--- config.mk ---
export PLATFORM = sky130hd
export DESIGN_NAME = box_cell_index_enumerator
export DESIGN_NICKNAME = d
export VERILOG_FILES = /design/src/rtl/core/bcie_pkg.sv /design/src/rtl/core/bcie_front.sv /design/src/rtl/core/bcie_queue.sv /design/src/rtl/core/bcie_back.sv /design/src/rtl/core/box_cell_index_enumerator.sv
export SDC_FILE = /design/constraint.sdc
export NUM_CORES = 2
export LEC_CHECK = 0
export BUFFER_PORTS_ARGS = -buffer_cell sky130_fd_sc_hd__buf_2
export CORE_MARGIN = 4
export CORE_UTILIZATION = 60
export CTS_CLUSTER_SIZE = 12
export DETAILED_ROUTE_END_ITERATION = 12
export PLACE_DENSITY = 0.77
export SLEW_MARGIN = 20
export SYNTH_ARGS = -nofsm -noshare
export SYNTH_HDL_FRONTEND = slang
export SYNTH_HIERARCHICAL = 1
export SYNTH_SLANG_ARGS = --single-unit
--- constraint.sdc ---
create_clock -name clk -period 13.6 [get_ports clk]
set_input_delay 0.68 -clock clk [delete_from_list [all_inputs] [get_ports clk]]
set_output_delay 0.68 -clock clk [all_outputs]
set_load 0.005 [all_outputs]
--- src/rtl/core/bcie_pkg.sv ---
// Shared constants, types and range helper for the box cell index enumerator.
package bcie_pkg;

  // Field widths of the ports.
  localparam int COORD_W = 32;
  localparam int PAD_W   = 31;
  localparam int CELL_W  = 32;
  localparam int REG_W   = 3;

  // Placement of the axes in the packed cell word.
  localparam int X_SHIFT = 22;
  localparam int Y_SHIFT = 11;
  localparam int XF_W    = CELL_W - X_SHIFT;
  localparam int YF_W    = X_SHIFT - Y_SHIFT;
  localparam int ZF_W    = Y_SHIFT;
  localparam int FIELD_W = (YF_W > XF_W) ? YF_W : XF_W;

  // Default parameter values.
  localparam int MAX_SPAN_DEF = 4;
  localparam int X_BITS_DEF   = 10;
  localparam int Y_BITS_DEF   = 11;
  localparam int Z_BITS_DEF   = 11;

  // Datapath widths: offset, half-width partial product, full product, raw index.
  localparam int HALF_W = 16;
  localparam int D_W    = COORD_W + 2;
  localparam int M_W    = D_W + HALF_W + 1;
  localparam int P_W    = D_W + 2 * HALF_W;
  localparam int RAW_W  = P_W - 2 * HALF_W;

  // Depth of the queue between the front and back parts.
  localparam int Q_DEPTH = 2;

  // Configuration register indexes.
  localparam logic [REG_W-1:0] REG_ORIGIN_X = 3'd0;
  localparam logic [REG_W-1:0] REG_ORIGIN_Y = 3'd1;
  localparam logic [REG_W-1:0] REG_ORIGIN_Z = 3'd2;
  localparam logic [REG_W-1:0] REG_INV_X    = 3'd3;
  localparam logic [REG_W-1:0] REG_INV_Y    = 3'd4;
  localparam logic [REG_W-1:0] REG_INV_Z    = 3'd5;
  localparam logic [REG_W-1:0] REG_PAD      = 3'd6;

  // Cell range of one box, as handed from the front part to the back part.
  typedef struct packed {
    logic [XF_W-1:0] xl;
    logic [XF_W-1:0] xh;
    logic [YF_W-1:0] yl;
    logic [YF_W-1:0] yh;
    logic [ZF_W-1:0] zl;
    logic [ZF_W-1:0] zh;
    logic            cut;
  } box_range_t;

  // Queue status seen by the two sides.
  typedef struct packed {
    logic full;
    logic empty;
  } q_status_t;

  // Clamped and span-limited range of one axis.
  typedef struct packed {
    logic               empty;
    logic [FIELD_W-1:0] lo;
    logic [FIELD_W-1:0] hi;
    logic               cut;
  } axis_range_t;

  // Clamp both raw indices to 0..top and limit the span to span cells.
  function automatic axis_range_t axis_range(input logic signed [RAW_W-1:0] rmin,
                                             input logic signed [RAW_W-1:0] rmax,
                                             input logic [FIELD_W-1:0] top,
                                             input logic [FIELD_W-1:0] span);
    axis_range_t              r;
    logic signed [RAW_W-1:0]  top_s;
    logic [FIELD_W-1:0]       a;
    logic [FIELD_W-1:0]       b;
    top_s = $signed({{(RAW_W-FIELD_W){1'b0}}, top});
    r.empty = (rmin > rmax);
    if (rmin[RAW_W-1]) begin
      a = '0;
    end else if (rmin > top_s) begin
      a = top;
    end else begin
      a = rmin[FIELD_W-1:0];
    end
    if (rmax[RAW_W-1]) begin
      b = '0;
    end else if (rmax > top_s) begin
      b = top;
    end else begin
      b = rmax[FIELD_W-1:0];
    end
    r.cut = ((b - a) >= span);
    r.lo  = a;
    r.hi  = r.cut ? (a + span - FIELD_W'(1)) : b;
    return r;
  endfunction

endpackage

--- src/rtl/core/bcie_front.sv ---
// Front part: takes a box word, maps its corners to cell indices and queues the range.
module bcie_front #(
  parameter int MAX_SPAN = bcie_pkg::MAX_SPAN_DEF,
  parameter int X_BITS   = bcie_pkg::X_BITS_DEF,
  parameter int Y_BITS   = bcie_pkg::Y_BITS_DEF,
  parameter int Z_BITS   = bcie_pkg::Z_BITS_DEF
) (
  input  logic                                 clk,
  input  logic                                 rst,
  input  logic                                 start,
  input  logic signed [bcie_pkg::COORD_W-1:0]  box_min_x,
  input  logic signed [bcie_pkg::COORD_W-1:0]  box_min_y,
  input  logic signed [bcie_pkg::COORD_W-1:0]  box_min_z,
  input  logic signed [bcie_pkg::COORD_W-1:0]  box_max_x,
  input  logic signed [bcie_pkg::COORD_W-1:0]  box_max_y,
  input  logic signed [bcie_pkg::COORD_W-1:0]  box_max_z,
  input  logic signed [bcie_pkg::COORD_W-1:0]  origin_x,
  input  logic signed [bcie_pkg::COORD_W-1:0]  origin_y,
  input  logic signed [bcie_pkg::COORD_W-1:0]  origin_z,
  input  logic [bcie_pkg::COORD_W-1:0]         inv_cell_x,
  input  logic [bcie_pkg::COORD_W-1:0]         inv_cell_y,
  input  logic [bcie_pkg::COORD_W-1:0]         inv_cell_z,
  input  logic [bcie_pkg::PAD_W-1:0]           pad,
  input  bcie_pkg::q_status_t                  q_status,
  output logic                                 busy,
  output logic                                 push,
  output bcie_pkg::box_range_t                 push_data
);
  import bcie_pkg::*;

  localparam logic [FIELD_W-1:0] X_TOP = FIELD_W'((1 << X_BITS) - 1);
  localparam logic [FIELD_W-1:0] Y_TOP = FIELD_W'((1 << Y_BITS) - 1);
  localparam logic [FIELD_W-1:0] Z_TOP = FIELD_W'((1 << Z_BITS) - 1);
  localparam logic [FIELD_W-1:0] SPAN  = FIELD_W'(MAX_SPAN);
  localparam logic [1:0]         AXIS_LAST = 2'd2;

  typedef enum logic [5:0] {
    F_IDLE  = 6'b000001,
    F_DIFF  = 6'b000010,
    F_MLO   = 6'b000100,
    F_MHI   = 6'b001000,
    F_SUM   = 6'b010000,
    F_RANGE = 6'b100000
  } front_state_t;

  front_state_t              state, state_next;
  logic                      side;
  logic [1:0]                axis;
  logic signed [COORD_W-1:0] box [2][3];
  logic signed [RAW_W-1:0]   raw [2][3];
  logic signed [D_W-1:0]     d;
  logic signed [M_W-1:0]     plo;
  logic signed [M_W-1:0]     phi;

  logic signed [COORD_W-1:0] coord_sel;
  logic signed [COORD_W-1:0] origin_sel;
  logic [COORD_W-1:0]        inv_sel;
  logic signed [D_W-1:0]     d_next;
  logic [HALF_W-1:0]         half;
  logic signed [M_W-1:0]     prod;
  logic signed [P_W-1:0]     psum;
  axis_range_t               rx, ry, rz;
  logic                      accept;

  assign accept = start && !busy;
  assign busy   = (state != F_IDLE) || q_status.full;

  // Select the corner coordinate and the axis registers for this step.
  always_comb begin
    coord_sel = box[side][axis];
    case (axis)
      2'd0: begin
        origin_sel = origin_x;
        inv_sel    = inv_cell_x;
      end
      2'd1: begin
        origin_sel = origin_y;
        inv_sel    = inv_cell_y;
      end
      default: begin
        origin_sel = origin_z;
        inv_sel    = inv_cell_z;
      end
    endcase
  end

  // Offset from the origin, widened by the padding outward on each side.
  always_comb begin
    if (side) begin
      d_next = D_W'(coord_sel) - D_W'(origin_sel) + $signed({3'b000, pad});
    end else begin
      d_next = D_W'(coord_sel) - D_W'(origin_sel) - $signed({3'b000, pad});
    end
  end

  // One shared multiplier takes the low then the high half of the reciprocal.
  assign half = (state == F_MLO) ? inv_sel[HALF_W-1:0] : inv_sel[2*HALF_W-1:HALF_W];
  assign prod = d * $signed({1'b0, half});

  // Full product in Q32.32; keeping only its upper bits gives the floor.
  assign psum = ($signed({{(P_W-M_W){phi[M_W-1]}}, phi}) <<< HALF_W)
              + $signed({{(P_W-M_W){plo[M_W-1]}}, plo});

  // Clamp and span-limit all three axes once every corner is done.
  assign rx = axis_range(raw[0][0], raw[1][0], X_TOP, SPAN);
  assign ry = axis_range(raw[0][1], raw[1][1], Y_TOP, SPAN);
  assign rz = axis_range(raw[0][2], raw[1][2], Z_TOP, SPAN);

  assign push = (state == F_RANGE) && !rx.empty && !ry.empty && !rz.empty;

  always_comb begin
    push_data.xl  = rx.lo[XF_W-1:0];
    push_data.xh  = rx.hi[XF_W-1:0];
    push_data.yl  = ry.lo[YF_W-1:0];
    push_data.yh  = ry.hi[YF_W-1:0];
    push_data.zl  = rz.lo[ZF_W-1:0];
    push_data.zh  = rz.hi[ZF_W-1:0];
    push_data.cut = rx.cut || ry.cut || rz.cut;
  end

  // Sequencer over the six corners.
  always_comb begin
    state_next = state;
    unique case (state)
      F_IDLE:  if (accept) state_next = F_DIFF;
      F_DIFF:  state_next = F_MLO;
      F_MLO:   state_next = F_MHI;
      F_MHI:   state_next = F_SUM;
      F_SUM:   state_next = (side && axis == AXIS_LAST) ? F_RANGE : F_DIFF;
      F_RANGE: state_next = F_IDLE;
      default: state_next = F_IDLE;
    endcase
  end

  always_ff @(posedge clk) begin
    if (rst) begin
      state <= F_IDLE;
      side  <= 1'b0;
      axis  <= 2'd0;
    end else begin
      state <= state_next;
      if (accept) begin
        side <= 1'b0;
        axis <= 2'd0;
      end else if (state == F_SUM) begin
        if (axis == AXIS_LAST) begin
          axis <= 2'd0;
          side <= 1'b1;
        end else begin
          axis <= axis + 2'd1;
        end
      end
    end
  end

  // Datapath registers.
  always_ff @(posedge clk) begin
    if (accept) begin
      box[0][0] <= box_min_x;
      box[0][1] <= box_min_y;
      box[0][2] <= box_min_z;
      box[1][0] <= box_max_x;
      box[1][1] <= box_max_y;
      box[1][2] <= box_max_z;
    end
    if (state == F_DIFF) d <= d_next;
    if (state == F_MLO) plo <= prod;
    if (state == F_MHI) phi <= prod;
    if (state == F_SUM) raw[side][axis] <= psum[P_W-1:2*HALF_W];
  end

endmodule

--- src/rtl/core/bcie_queue.sv ---
// Short queue of cell ranges between the front and back parts.
module bcie_queue (
  input  logic                 clk,
  input  logic                 rst,
  input  logic                 push,
  input  bcie_pkg::box_range_t push_data,
  input  logic                 pop,
  output bcie_pkg::box_range_t pop_data,
  output bcie_pkg::q_status_t  q_status
);
  import bcie_pkg::*;

  localparam int PTR_W = (Q_DEPTH > 1) ? $clog2(Q_DEPTH) : 1;
  localparam int CNT_W = $clog2(Q_DEPTH + 1);

  box_range_t       entry [Q_DEPTH];
  logic [PTR_W-1:0] wr_ptr;
  logic [PTR_W-1:0] rd_ptr;
  logic [CNT_W-1:0] count;

  assign q_status.full  = (count == CNT_W'(Q_DEPTH));
  assign q_status.empty = (count == '0);
  assign pop_data       = entry[rd_ptr];

  // Pointers wrap at the depth, which need not be a power of two.
  always_ff @(posedge clk) begin
    if (rst) begin
      wr_ptr <= '0;
      rd_ptr <= '0;
      count  <= '0;
    end else begin
      if (push) begin
        wr_ptr <= (wr_ptr == PTR_W'(Q_DEPTH - 1)) ? '0 : wr_ptr + PTR_W'(1);
      end
      if (pop) begin
        rd_ptr <= (rd_ptr == PTR_W'(Q_DEPTH - 1)) ? '0 : rd_ptr + PTR_W'(1);
      end
      if (push && !pop) begin
        count <= count + CNT_W'(1);
      end else if (pop && !push) begin
        count <= count - CNT_W'(1);
      end
    end
  end

  always_ff @(posedge clk) begin
    if (push) entry[wr_ptr] <= push_data;
  end

endmodule

--- src/rtl/core/bcie_back.sv ---
// Back part: walks every cell of a queued range, one word per cycle.
module bcie_back (
  input  logic                          clk,
  input  logic                          rst,
  input  bcie_pkg::q_status_t           q_status,
  input  bcie_pkg::box_range_t          pop_data,
  output logic                          pop,
  output logic                          strobe,
  output logic [bcie_pkg::CELL_W-1:0]   cell_index,
  output logic                          last,
  output logic                          truncated
);
  import bcie_pkg::*;

  typedef enum logic [1:0] {
    B_IDLE = 2'b01,
    B_RUN  = 2'b10
  } back_state_t;

  back_state_t     state;
  box_range_t      rng;
  logic [XF_W-1:0] x;
  logic [YF_W-1:0] y;
  logic [ZF_W-1:0] z;
  logic            z_end, y_end, x_end, done;

  assign z_end = (z == rng.zh);
  assign y_end = (y == rng.yh);
  assign x_end = (x == rng.xh);
  assign done  = (state == B_RUN) && x_end && y_end && z_end;

  // Take the next range as soon as the current one finishes.
  assign pop = !q_status.empty && ((state == B_IDLE) || done);

  assign strobe     = (state == B_RUN);
  assign cell_index = {x, y, z};
  assign last       = done;
  assign truncated  = strobe && rng.cut;

  always_ff @(posedge clk) begin
    if (rst) begin
      state <= B_IDLE;
    end else begin
      unique case (state)
        B_IDLE:  if (pop) state <= B_RUN;
        B_RUN:   if (done && !pop) state <= B_IDLE;
        default: state <= B_IDLE;
      endcase
    end
  end

  // Counters: z innermost, x outermost.
  always_ff @(posedge clk) begin
    if (pop) begin
      rng <= pop_data;
      x   <= pop_data.xl;
      y   <= pop_data.yl;
      z   <= pop_data.zl;
    end else if (state == B_RUN && !done) begin
      if (z_end) begin
        z <= rng.zl;
        if (y_end) begin
          y <= rng.yl;
          x <= x + XF_W'(1);
        end else begin
          y <= y + YF_W'(1);
        end
      end else begin
        z <= z + ZF_W'(1);
      end
    end
  end

endmodule

--- src/rtl/core/box_cell_index_enumerator.sv ---
// Top level of the box cell index enumerator: registers, front, queue and back.
//
//   Channel   Handshake              Payload
//   box in    start, busy            box_min_x/y/z, box_max_x/y/z
//   cells out strobe                 cell_index, last, truncated
//   config    wr_en                  wr_index, wr_data
//
// The front part takes a new box only in idle and while the queue is not full.
// For each corner it forms the offset, two half-width products on one shared
// multiplier and the sum; then it clamps and goes back to idle for the next box.
// The back part sends one word per cycle, up to MAX_SPAN cubed words per box;
// a two-entry queue lets the front work on the next box meanwhile.
// Reset is synchronous and clears the sequencers and the queue; the registers
// return to origin 0, reciprocal 1.0 and no padding. The receiver cannot stall.
module box_cell_index_enumerator #(
  parameter int MAX_SPAN = bcie_pkg::MAX_SPAN_DEF,
  parameter int X_BITS   = bcie_pkg::X_BITS_DEF,
  parameter int Y_BITS   = bcie_pkg::Y_BITS_DEF,
  parameter int Z_BITS   = bcie_pkg::Z_BITS_DEF
) (
  input  logic                                clk,
  input  logic                                rst,
  input  logic                                start,
  output logic                                busy,
  input  logic signed [bcie_pkg::COORD_W-1:0] box_min_x,
  input  logic signed [bcie_pkg::COORD_W-1:0] box_min_y,
  input  logic signed [bcie_pkg::COORD_W-1:0] box_min_z,
  input  logic signed [bcie_pkg::COORD_W-1:0] box_max_x,
  input  logic signed [bcie_pkg::COORD_W-1:0] box_max_y,
  input  logic signed [bcie_pkg::COORD_W-1:0] box_max_z,
  output logic                                strobe,
  output logic [bcie_pkg::CELL_W-1:0]         cell_index,
  output logic                                last,
  output logic                                truncated,
  input  logic                                wr_en,
  input  logic [bcie_pkg::REG_W-1:0]          wr_index,
  input  logic [bcie_pkg::COORD_W-1:0]        wr_data
);
  import bcie_pkg::*;

  logic signed [COORD_W-1:0] origin_x, origin_y, origin_z;
  logic [COORD_W-1:0]        inv_cell_x, inv_cell_y, inv_cell_z;
  logic [PAD_W-1:0]          pad;

  logic                      push;
  logic                      pop;
  box_range_t                push_data;
  box_range_t                pop_data;
  q_status_t                 q_status;

  // Configuration registers.
  always_ff @(posedge clk) begin
    if (rst) begin
      origin_x   <= '0;
      origin_y   <= '0;
      origin_z   <= '0;
      inv_cell_x <= COORD_W'(32'h0001_0000);
      inv_cell_y <= COORD_W'(32'h0001_0000);
      inv_cell_z <= COORD_W'(32'h0001_0000);
      pad        <= '0;
    end else if (wr_en) begin
      case (wr_index)
        REG_ORIGIN_X: origin_x   <= wr_data;
        REG_ORIGIN_Y: origin_y   <= wr_data;
        REG_ORIGIN_Z: origin_z   <= wr_data;
        REG_INV_X:    inv_cell_x <= wr_data;
        REG_INV_Y:    inv_cell_y <= wr_data;
        REG_INV_Z:    inv_cell_z <= wr_data;
        REG_PAD:      pad        <= wr_data[PAD_W-1:0];
        default: ;
      endcase
    end
  end

  bcie_front #(
    .MAX_SPAN (MAX_SPAN),
    .X_BITS   (X_BITS),
    .Y_BITS   (Y_BITS),
    .Z_BITS   (Z_BITS)
  ) u_front (
    .clk        (clk),
    .rst        (rst),
    .start      (start),
    .box_min_x  (box_min_x),
    .box_min_y  (box_min_y),
    .box_min_z  (box_min_z),
    .box_max_x  (box_max_x),
    .box_max_y  (box_max_y),
    .box_max_z  (box_max_z),
    .origin_x   (origin_x),
    .origin_y   (origin_y),
    .origin_z   (origin_z),
    .inv_cell_x (inv_cell_x),
    .inv_cell_y (inv_cell_y),
    .inv_cell_z (inv_cell_z),
    .pad        (pad),
    .q_status   (q_status),
    .busy       (busy),
    .push       (push),
    .push_data  (push_data)
  );

  bcie_queue u_queue (
    .clk       (clk),
    .rst       (rst),
    .push      (push),
    .push_data (push_data),
    .pop       (pop),
    .pop_data  (pop_data),
    .q_status  (q_status)
  );

  bcie_back u_back (
    .clk        (clk),
    .rst        (rst),
    .q_status   (q_status),
    .pop_data   (pop_data),
    .pop        (pop),
    .strobe     (strobe),
    .cell_index (cell_index),
    .last       (last),
    .truncated  (truncated)
  );

  // The front part never writes into a full queue.
  a_no_overflow: assert property (@(posedge clk) disable iff (rst)
    push |-> !q_status.full)
    else $error("range pushed into a full queue");

  // An accepted box keeps the front part busy in the next cycle.
  a_busy_after_accept: assert property (@(posedge clk) disable iff (rst)
    (start && !busy) |=> busy)
    else $error("front part not busy after taking a box");

  // A box's words come in one unbroken run up to its last word.
  a_run_unbroken: assert property (@(posedge clk) disable iff (rst)
    (strobe && !last) |=> strobe)
    else $error("gap inside the words of one box");

  // The truncated flag holds for every word of one box.
  a_cut_steady: assert property (@(posedge clk) disable iff (rst)
    (strobe && !last) |=> (truncated == $past(truncated)))
    else $error("truncated flag changed within one box");

endmodule

==> results.toml <==
[run_status]
outcome = "complete, no violations"

[sta]
worst_slew_margin_rel_pct = 23.27
fmaxAchievable_mhz = 112.1
finalSetupViolations = 0
hold_viol = 0
finalSetupTns_ps = 0
fin_crit_ps = 8918
worst_slack_ps = 4682
worst_slew_pin_slew_ps = 1143
finalClockSkew_ps = 37.68
slew_violations = 0
rsz0062_at_grt = "false"
period_share_pct = 65.57

[placement]
dpl-instance-area_mm2 = 0.06951
gp_congestion = 0.8867
dp_hpwl_mm = 121.1
place_ws_ps = 4872
portBuffers = 266

[clock_tree]
clock_sinks = 972
htreeDepth = 3
cts_hold_buf = 0
clockBufferDepth = 3
ctsResizeCount = 0
clock_latency_ps = 700
clockRootBuffer = "clkbuf_16"
numCtsBuffers = 102
cts_tree = "yes"
postCtsSetupBuffers = 0
cts.reportedPaths.clkPinSlew_ps = 60

[floorplanning]
start_util_pct = 60.42
core-area_mm2 = 0.1105
rows = 122
chipWidth_um = 341.6
dieArea_mm2 = 0.1167
die_h_um = 341.6
boundaryPins = 267

[synth]
synth_area_per_cell_um2 = 11.03
syn_inst = 6055
synth.cell_area_mm2 = 0.06677
ys_ff_latch = 972
yosysTopAreaCell = "edfxtp_1"
synth_top_area_share_pct = 32.92
synthArstFlopShare_pct = 0
synth_edf_count = 732
yosys_warnings = 6
yosysMostFrequentCell = "inv_1"
ys.flop_type = "edfxtp_1"
ys_top_cells_by_count = "811 x inv_1, 732 x edfxtp_1, 519 x fa_1"
syn_nets = 7179
synth.area.top_cells = "edfxtp_1 33%, fa_1 16%, dfxtp_1 7.2%"
yosysSeqAreaShare_pct = 40.11
ys_types = 91

[routing]
highest_layer = "met5"
met3_length_mm = 11.06
drtAntennaViolNets = 0
drc = 0
wl_mm = 163.1
first_iter_violations = 3146
dr.pass1.iters = 5
wl_met1_mm = 63.10
vias_per_cell = 5.833
vias = 45590
met2_length_mm = 81.04
wl_per_cell_um = 20.87

[worst_setup_path]
worstSetupPathType = "flip-flop to flip-flop"
end_kind = "flip-flop"
cp_max_fo = 52
crit_top_cell = "fa_1"
ff2ff_path_depth = 28
crit_slowest_cell = "o311ai_0"
start_kind = "flip-flop"
required_ps = 14020
worstPathArrival_ps = 9340
max_stage_delay_ps = 660

[global_routing]
grt_pass1_vias = 47850
grt_max_degree = 160
antenna_found_initial = 20
grt_overflow = 0
grt_usage_pct = 28.30
grt_pass1_wl_mm = 259.3

[final_layout]
layout-drive-gt1-share_pct = 11.58
final_cell_area_mm2 = 0.07273
nNetsFinal = 7366
post-route-util_pct = 65.81
fillers = 8425
syn_to_final_growth_pct = 8.916

[power_and_ir_drop]
p_per_area_mw_per_mm2 = 128.9
ir_worst_vdd_v = 0.0001449
cellLeakagePower_nw = 31.30

[hold_path]
hold_depth = 1
min_path_type = "input pin to flip-flop"

[flow_run]
cap_violations = 0
==> state kept, by name, indices dropped and copies added (netlist names), 2 cells and up, named ones only <==
signal         flops
u_front/raw      204
origin_y          32
u_front/phi       50
pad               31
u_back/x          10
u_front/plo       35
inv_cell_z        32
u_front/axis       2
u_back/z          11
origin_x          32
u_back/y          11
origin_z          32
u_queue/count      2
inv_cell_x        32
u_front/state      6
u_queue/entry    130
u_back/state       2
u_back/rng        55
u_front/d         34
u_front/box      192
inv_cell_y        32
==> where the power goes <==
group / switching (mW) / internal [mW] / leakage (nW) / total, mW
logic: 1.61 / 1.14 / 21.1 / 2.75
registers: 0.239 / 3.73 / 8.66 / 3.97
clock network: 1.16 / 1.50 / 1.54 / 2.65
==> layout make-up <==
cell class | instances | area [µm²] | share of cell area [%]
antenna | 13 | 32.53 | 0.04473
multi-input combinational | 4031 | 36050 | 49.56
timing repair buffer | 322 | 1774 | 2.440
tap | 1488 | 1862 | 2.560
inverter | 813 | 3057 | 4.203
clock buffer | 138 | 2790 | 3.836
sequential | 972 | 26800 | 36.84
clock inverter | 39 | 369.1 | 0.5075
==> path summary, 6_finish.rpt <==
path | end | start | slack, ps
setup / recovery | u_front/plo[47]$_DFFE_PP_ | u_front/state[3]$_SDFFE_PP0P_ | 4680
hold / removal | u_front/box[0][79]$_DFFE_PP_ | box_min_x[15] | 150
setup reg to reg | u_front/plo[47]$_DFFE_PP_ | u_front/state[3]$_SDFFE_PP0P_ | 4680
hold reg to reg | origin_x[27]$_SDFFE_PP0P_ | origin_x[27]$_SDFFE_PP0P_ | 480
==> per-layer routing <==
layer / up-vias / GRT usage, %
met5: - / 0
met1: 22660 / 34.88
li1: 20830 / -
met3: 437 / 4.775
met2: 1658 / 48.81
met4: 8 / 13.28
==> logic make-up after synthesis <==
kind of cell	count (synthesis)	synth area share (%)
simple gates	1629	12.36
xor+xnor	259	3.397
buf+inv	1052	6.178
fa+ha+maj	893	22.57
compound gates	762	7.242
mux	488	8.138
flops	972	40.11
==> stage by stage <==
stage	cells	power [mW]	hold WS [ps]
floorplan	6055	5.991	448.0
global placement	7625	6.642	457.4
detailed placement	7625	6.733	465.5
CTS	7802	9.393	113.3
global route	7816	9.849	125.9
finish	7816	9.372	149.4
==> cell usage in the layout, fill, tap and decap left out, types with 104 or more instances in the layout <==
cell | Yosys | layout
nand2b_1 | 288 | 288
a21oi_1 | 285 | 285
xnor2_1 | 126 | 125
fa_1 | 519 | 519
nand2_1 | 475 | 475
a21o_1 | 107 | 107
o21ai_0 | 123 | 117
nor2b_1 | 184 | 182
clkbuf_16 | 0 | 104
ha_1 | 374 | 374
dfxtp_1 | 240 | 236
edfxtp_1 | 732 | 732
mux2_2 | 135 | 135
xor2_1 | 133 | 133
nor2_1 | 301 | 299
inv_1 | 811 | 808
mux2i_1 | 298 | 298
buf_2 | 28 | 265
==> worst max-delay path: cells and delay by family, from the launching register on <==
family	cells	cell delay (ps)
AOI/OAI and AO/OA	7	2140
xor gates and xnor gates	1	170
adders and majority gates	7	3500
buffers and inverters	7	1590
DFF	1	330
and+or+nand+nor	6	850
(Power assumes the default switching activity.)
